File: src/hdl/pge_pkg.sv
// Package with the shared constants and types of the permutation graph edge block.
package pge_pkg;

  localparam int MAX_VERTICES = 32;
  localparam int STORE_BITS   = 32;
  localparam int VAL_W        = 5;

  // Vertices above the store width cannot be held, so the usable range is clipped.
  localparam int VERT_LIMIT = (MAX_VERTICES > STORE_BITS) ? STORE_BITS : MAX_VERTICES;

  localparam logic [STORE_BITS-1:0] LIMIT_MASK =
    (VERT_LIMIT >= STORE_BITS) ? {STORE_BITS{1'b1}}
                               : ((STORE_BITS'(1) << VERT_LIMIT) - STORE_BITS'(1));

  localparam int QUEUE_DEPTH = 2;
  localparam int QPTR_W      = $clog2(QUEUE_DEPTH);
  localparam int QCNT_W      = $clog2(QUEUE_DEPTH + 1);

  localparam int IN_TDATA_W  = 8;
  localparam int OUT_TDATA_W = 16;

  // One classified request waiting for the back end.
  typedef struct packed {
    logic             start_req;
    logic             in_range;
    logic [VAL_W-1:0] value;
  } req_t;

endpackage

File: src/hdl/permutation_graph_edges.sv
// Top level of the permutation graph edge generator.
// Values of a permutation arrive one per request; a request with tuser set starts a
// new permutation and clears the set of seen values first. For each value the block
// sends one edge per earlier, greater value, in ascending order of the earlier value,
// with tlast on the final edge of that run; a value with no greater predecessor, or
// one at or above the vertex limit, sends nothing. The back end's edge scanner sets
// the rate: it holds each value while its edges go out, stalling with the output,
// and takes the next value as the last edge moves out, and a two-entry request queue
// in front lets input requests be taken while the scanner or the output is busy.
module permutation_graph_edges (
  input  logic                             clk_i,
  input  logic                             rst_ni,
  input  logic                             s_axis_tvalid,
  output logic                             s_axis_tready,
  input  logic [pge_pkg::IN_TDATA_W-1:0]   s_axis_tdata,  // [4:0] value, [7:5] zero
  input  logic                             s_axis_tuser,  // [0] start_req
  output logic                             m_axis_tvalid,
  input  logic                             m_axis_tready,
  output logic [pge_pkg::OUT_TDATA_W-1:0]  m_axis_tdata,  // [4:0] earlier_value,
                                                         // [9:5] later_value, [15:10] zero
  output logic                             m_axis_tlast   // last_of_run
);

  logic          req_valid;
  logic          req_pop;
  pge_pkg::req_t req;

  pge_front u_front (
    .clk_i         (clk_i),
    .rst_ni        (rst_ni),
    .s_axis_tvalid (s_axis_tvalid),
    .s_axis_tready (s_axis_tready),
    .s_axis_tdata  (s_axis_tdata),
    .s_axis_tuser  (s_axis_tuser),
    .req_valid_o   (req_valid),
    .req_pop_i     (req_pop),
    .req_o         (req)
  );

  pge_back u_back (
    .clk_i         (clk_i),
    .rst_ni        (rst_ni),
    .req_valid_i   (req_valid),
    .req_pop_o     (req_pop),
    .req_i         (req),
    .m_axis_tvalid (m_axis_tvalid),
    .m_axis_tready (m_axis_tready),
    .m_axis_tdata  (m_axis_tdata),
    .m_axis_tlast  (m_axis_tlast)
  );

endmodule

File: src/hdl/pge_front.sv
// Front end: accepts input requests, classifies them and queues them for the back end.
module pge_front (
  input  logic                             clk_i,
  input  logic                             rst_ni,
  input  logic                             s_axis_tvalid,
  output logic                             s_axis_tready,
  input  logic [pge_pkg::IN_TDATA_W-1:0]   s_axis_tdata,  // [4:0] value, [7:5] zero
  input  logic                             s_axis_tuser,  // [0] start_req
  output logic                             req_valid_o,
  input  logic                             req_pop_i,
  output pge_pkg::req_t                    req_o
);

  pge_pkg::req_t                   mem_q [pge_pkg::QUEUE_DEPTH];
  logic [pge_pkg::QPTR_W-1:0]      wr_ptr_q, wr_ptr_d;
  logic [pge_pkg::QPTR_W-1:0]      rd_ptr_q, rd_ptr_d;
  logic [pge_pkg::QCNT_W-1:0]      count_q, count_d;
  logic                            push, pop;
  pge_pkg::req_t                   new_req;

  assign s_axis_tready = (count_q != pge_pkg::QCNT_W'(pge_pkg::QUEUE_DEPTH));
  assign push          = s_axis_tvalid && s_axis_tready;
  assign req_valid_o   = (count_q != '0);
  assign pop           = req_pop_i && req_valid_o;
  assign req_o         = mem_q[rd_ptr_q];

  always_comb begin
    new_req.start_req = s_axis_tuser;
    new_req.value     = s_axis_tdata[pge_pkg::VAL_W-1:0];
    new_req.in_range  = ({1'b0, s_axis_tdata[pge_pkg::VAL_W-1:0]}
                         < (pge_pkg::VAL_W+1)'(pge_pkg::VERT_LIMIT));
  end

  always_comb begin
    wr_ptr_d = wr_ptr_q;
    rd_ptr_d = rd_ptr_q;
    count_d  = count_q;
    if (push) begin
      wr_ptr_d = (wr_ptr_q == pge_pkg::QPTR_W'(pge_pkg::QUEUE_DEPTH - 1)) ? '0
                 : wr_ptr_q + pge_pkg::QPTR_W'(1);
    end
    if (pop) begin
      rd_ptr_d = (rd_ptr_q == pge_pkg::QPTR_W'(pge_pkg::QUEUE_DEPTH - 1)) ? '0
                 : rd_ptr_q + pge_pkg::QPTR_W'(1);
    end
    if (push && !pop) begin
      count_d = count_q + pge_pkg::QCNT_W'(1);
    end else if (pop && !push) begin
      count_d = count_q - pge_pkg::QCNT_W'(1);
    end
  end

  always_ff @(posedge clk_i or negedge rst_ni) begin
    if (!rst_ni) begin
      wr_ptr_q <= '0;
      rd_ptr_q <= '0;
      count_q  <= '0;
    end else begin
      wr_ptr_q <= wr_ptr_d;
      rd_ptr_q <= rd_ptr_d;
      count_q  <= count_d;
    end
  end

  always_ff @(posedge clk_i) begin
    if (push) begin
      mem_q[wr_ptr_q] <= new_req;
    end
  end

endmodule

File: src/hdl/pge_back.sv
// Back end: keeps the set of seen values and emits one inversion edge per cycle while the output is ready.
module pge_back (
  input  logic                             clk_i,
  input  logic                             rst_ni,
  input  logic                             req_valid_i,
  output logic                             req_pop_o,
  input  pge_pkg::req_t                    req_i,
  output logic                             m_axis_tvalid,
  input  logic                             m_axis_tready,
  output logic [pge_pkg::OUT_TDATA_W-1:0]  m_axis_tdata,  // [4:0] earlier_value,
                                                         // [9:5] later_value, [15:10] zero
  output logic                             m_axis_tlast   // last_of_run
);

  logic [pge_pkg::STORE_BITS-1:0] seen_q, seen_d;
  logic [pge_pkg::STORE_BITS-1:0] pend_q, pend_d;
  logic                           busy_q, busy_d;
  logic [pge_pkg::VAL_W-1:0]      later_q, later_d;
  logic                           ovalid_q, ovalid_d;
  logic [pge_pkg::VAL_W-1:0]      oearly_q, oearly_d;
  logic [pge_pkg::VAL_W-1:0]      olater_q, olater_d;
  logic                           olast_q, olast_d;

  logic [pge_pkg::STORE_BITS-1:0] low_bit, rest, base, above, one_hot_v;
  logic [pge_pkg::VAL_W-1:0]      low_idx;
  logic                           advance, take;

  // Lowest pending earlier value, encoded from its isolated one-hot bit.
  always_comb begin
    low_bit = pend_q & (~pend_q + pge_pkg::STORE_BITS'(1));
    rest    = pend_q & ~low_bit;
    low_idx = '0;
    for (int i = 0; i < pge_pkg::STORE_BITS; i++) begin
      if (low_bit[i]) begin
        low_idx = low_idx | pge_pkg::VAL_W'(i);
      end
    end
  end

  // An edge moves into the output register when that register is free or drained.
  assign advance   = busy_q && (!ovalid_q || m_axis_tready);
  assign req_pop_o = !busy_q || (advance && (rest == '0));
  assign take      = req_pop_o && req_valid_i;

  always_comb begin
    base      = req_i.start_req ? '0 : seen_q;
    one_hot_v = pge_pkg::STORE_BITS'(1) << req_i.value;
    above     = ~((pge_pkg::STORE_BITS'(2) << req_i.value) - pge_pkg::STORE_BITS'(1))
                & pge_pkg::LIMIT_MASK;
  end

  always_comb begin
    seen_d   = seen_q;
    pend_d   = pend_q;
    busy_d   = busy_q;
    later_d  = later_q;
    ovalid_d = ovalid_q && !m_axis_tready;
    oearly_d = oearly_q;
    olater_d = olater_q;
    olast_d  = olast_q;
    if (advance) begin
      ovalid_d = 1'b1;
      oearly_d = low_idx;
      olater_d = later_q;
      olast_d  = (rest == '0);
      pend_d   = rest;
      busy_d   = (rest != '0);
    end
    if (take) begin
      if (req_i.in_range) begin
        seen_d  = base | one_hot_v;
        pend_d  = base & above;
        busy_d  = ((base & above) != '0);
        later_d = req_i.value;
      end else begin
        seen_d = base;
        busy_d = 1'b0;
      end
    end
  end

  always_ff @(posedge clk_i or negedge rst_ni) begin
    if (!rst_ni) begin
      seen_q   <= '0;
      busy_q   <= 1'b0;
      ovalid_q <= 1'b0;
    end else begin
      seen_q   <= seen_d;
      busy_q   <= busy_d;
      ovalid_q <= ovalid_d;
    end
  end

  always_ff @(posedge clk_i) begin
    pend_q   <= pend_d;
    later_q  <= later_d;
    oearly_q <= oearly_d;
    olater_q <= olater_d;
    olast_q  <= olast_d;
  end

  assign m_axis_tvalid = ovalid_q;
  assign m_axis_tlast  = olast_q;
  assign m_axis_tdata  = {(pge_pkg::OUT_TDATA_W - 2*pge_pkg::VAL_W)'(0), olater_q, oearly_q};

endmodule
File: config.mk
export PLATFORM = sky130hd
export DESIGN_NAME = permutation_graph_edges
export DESIGN_NICKNAME = d
export VERILOG_FILES = /design/src/hdl/pge_pkg.sv /design/src/hdl/permutation_graph_edges.sv /design/src/hdl/pge_front.sv /design/src/hdl/pge_back.sv
export SDC_FILE = /design/constraint.sdc
export NUM_CORES = 1
export LEC_CHECK = 0
export BUFFER_PORTS_ARGS = -buffer_cell sky130_fd_sc_hd__buf_2
export CAP_MARGIN = 20
export CELL_PAD_IN_SITES_DETAIL_PLACEMENT = 0
export CELL_PAD_IN_SITES_GLOBAL_PLACEMENT = 1
export CORE_MARGIN = 10
export CORE_UTILIZATION = 53
export CTS_BUF_LIST = sky130_fd_sc_hd__clkbuf_16
export DETAILED_ROUTE_END_ITERATION = 6
export PLACE_DENSITY_LB_ADDON = 0.12
export REMOVE_ABC_BUFFERS = 1
export SLEW_MARGIN = 20
export SYNTH_ARGS = -nofsm -noshare
export SYNTH_HDL_FRONTEND = slang
export SYNTH_SLANG_ARGS = --single-unit
File: constraint.sdc
create_clock -name clk_i -period 7.57 [get_ports clk_i]
set_clock_uncertainty 0.1 [all_clocks]
set_input_delay 1.1355 -clock clk_i [delete_from_list [all_inputs] [get_ports clk_i]]
set_output_delay 1.1355 -clock clk_i [all_outputs]
set_load 0.02 [all_outputs]
==> out/qor.csv <==
metric,value,unit
max-cap violation count,0,
initial antenna violation count,0,
clk_lat worst skew,350,ps
Cell Int Power,0.918,mW
I/O Buffers,22,
Die ar.,15100,sq um
"leading cell type in the layout, fill and taps excluded",edfxtp_1,
status,completed,
Routed Antenna Nets,0,
PD cells,219,nW/um^2
Inst Count DP,677,
Fin. Hold Viols,0,
Comb pwr share,18.8,%
ys flop type,edfxtp_1,
n_diodes,0,
Fill cells,910,
Crit. End Element,register,
Longest Clk Path Bufs,2,
core area,10300,sq um
vias in the first global route,4479,
Lkg Pwr,2.36,nW
register area share after synthesis,48.2,%
Clock Pin Slew Worst Setup and Hold Paths,70,ps
post-CTS setup buffer count,0,
Slew @ Worst Pin,912,ps
starting density of the core,54.2,%
Yosys reg bits,96,
TritonCTS clock tree,built,
CP arrival,5430,ps
Top Ports,32,
Peak supply drop,0.000143,V
"Req. time, crit path",7680,ps
wire length per cell,22.3,microns
mapped cell area,5600,sq um
most frequent cells in the layout,"edfxtp_1, nand2_1, nor2_1, dfrtp_1, a22o_1",
total grt overflow,0,
post_cts resized,0,
iteration-0 DRC count of the detailed router,491,
chip width,123,microns
Sw Share,30.7,%
largest net degree at the start of global routing,64,
Gate Count Post-Synth,543,
clock share of power,34.1,%
Syn. warnings,0,
Nets,567,
total CTS buffers,9,
RSZ-0062 raised after global routing,false,
sequential share of power,47.2,%
Rel. slew slack,37.4,%
crit share post-route,70.3,%
Die Y,123,microns
via count,4607,
final WL,15400,microns
router iterations before antenna repair,5,
share of post-route cells with drive strength above 1,13.3,%
vias per cell,6.65,
fin. max-slew vios,0,
Fmax,188,MHz
GP Congestion,0.962,
Total Neg Setup Slack,0,ps
cell row count,37,
net switching power,0.407,mW
Sink Count,96,
"EDFF count, synth",59,
Total Routing Usage GR,21.1,%
first-pass GRT wire length,24600,microns
detailed placement HPWL,11200,microns
asr flop ratio synth,38.5,%
average size of a mapped cell,10.3,sq um
worst hold path type,register to register,
startpoint types,register,
Total Power,1.32,mW
Non-Filler Instances,693,
Remaining DRCs,0,
CTS root buf,clkbuf_16,
H-tree depth,3,
final setup vio count,0,
Hold Crit Depth,0,
Layout area overhead,7.93,%
"Max FO, Critical Path",31,
hold buffers post-CTS,0,
FF-to-FF path depth,12,
fin util,58.6,%
min cycle time layout,5320,ps
synth unique cells,82,
WS Path Type,register to register,
## cells by family after synthesis
logic type               count (synthesis)  share of synthesized area (%)
buffers and inverters                   51                           4.65
AO/OA/AOI/OAI                          160                           21.7
AND/OR/NAND/NOR                        207                           20.5
multiplexers                            13                           2.35
adder cells (fa/ha/maj)                  6                           1.16
flip-flops                              96                           48.2
other                                    1                         0.0670
XOR/XNOR                                 9                           1.41
## cell usage after synthesis (5+ instances only)
cell,n,area share [%]
nor3_1,18,1.6
nand2b_1,7,0.78
o41ai_1,8,1.3
o31ai_1,5,0.67
nand4_1,9,1.0
edfxtp_1,59,32
o21ai_0,22,2.0
inv_1,13,0.87
a211oi_1,5,0.67
mux2i_1,12,2.1
nand3b_1,6,0.80
dfrtp_1,37,17
xnor2_1,6,0.94
o221ai_1,6,0.94
a22o_1,25,3.9
a21oi_1,15,1.3
buf_4,7,0.94
o21ai_1,10,0.89
or4_1,7,0.94
or3_1,7,0.78
and2_1,5,0.56
nand2_1,46,3.1
buf_2,8,0.71
nor2_1,39,2.6
or2_2,7,0.78
o211ai_1,7,0.94
o2111ai_1,5,0.78
clkbuf_1,14,0.94
nand3_1,23,2.1
## registers in the layout, summed over array words and instances, names as in the netlist
| register | cells |
|---|---|
| u_front.mem_q | 12 |
| u_back.seen_q | 31 |
| u_front.count_q | 2 |
| u_back.busy_q | 1 |
| u_back.m_axis_tvalid | 1 |
| u_back.pend_q | 31 |
| u_back.m_axis_tlast | 1 |
| u_back.olater_q | 5 |
| u_back.later_q | 5 |
| u_back.oearly_q | 5 |
| u_front.rd_ptr_q | 1 |
| u_front.wr_ptr_q | 1 |
## worst max-delay path, stage by stage (launching register included)
cell,delay [ps]
dfrtp_1,320
buf_4,300
mux2i_1,810
clkinv_1,620
nor2_1,580
nand2_1,120
ha_1,370
o41ai_1,470
a311oi_1,160
a2111oi_0,620
nand4_1,240
nor4b_1,360
o21bai_1,90
## final cells by class
cell class | count | area, sq um | area share (%)
inverters | 16 | 62.6 | 1.03
repair buffers | 28 | 155 | 2.57
clock buffers | 9 | 225 | 3.73
clock inverters | 7 | 65.1 | 1.08
flip-flops and latches | 96 | 2700 | 44.6
well taps | 136 | 170 | 2.82
multi-input cells | 401 | 2670 | 44.2
## worst paths after layout
check	start	to	slack, ps
worst max register to register	u_front.rd_ptr_q$_DFFE_PN0N_	u_back.busy_q$_DFFE_PN0P_	2250
worst min-delay path	u_back.later_q[2]$_DFFE_PN_	u_back.olater_q[2]$_DFFE_PP_	320
max in group asynchronous	rst_ni	u_back.seen_q[5]$_DFFE_PN0N_	6040
worst max-delay path	u_front.rd_ptr_q$_DFFE_PN0N_	u_back.busy_q$_DFFE_PN0P_	2250
min in group asynchronous	rst_ni	u_back.seen_q[28]$_DFFE_PN0N_	800
worst min register to register	u_back.later_q[2]$_DFFE_PN_	u_back.olater_q[2]$_DFFE_PP_	320
## per-stage QoR
step	cell area, sq um	setup WS, ps	hold WS (ps)
final	6040	2250	319
after global routing	6040	1660	321
after CTS	6040	2270	319
after detailed placement	5750	2410	306
after global placement	5750	2560	301
after floorplan	5420	3480	300
## layer usage
layer	global-route usage (%)	vias up	part of all wire [%]
li1	-	2119	-
met1	27.1	2254	44
met2	33.4	186	47
met3	3.21	48	4.9
met4	12.3	0	4.7
met5	0	-	0
## power groups by stage
stage	combinational, mW	sequential, mW	clock, mW
3_5_place_dp	0.245	0.633	0
6_report	0.249	0.624	0.451
5_1_grt	0.274	0.629	0.477
2_1_floorplan	0.162	0.628	0
3_3_place_gp	0.242	0.632	0
4_1_cts	0.246	0.623	0.455
(Power assumes the default switching activity.)
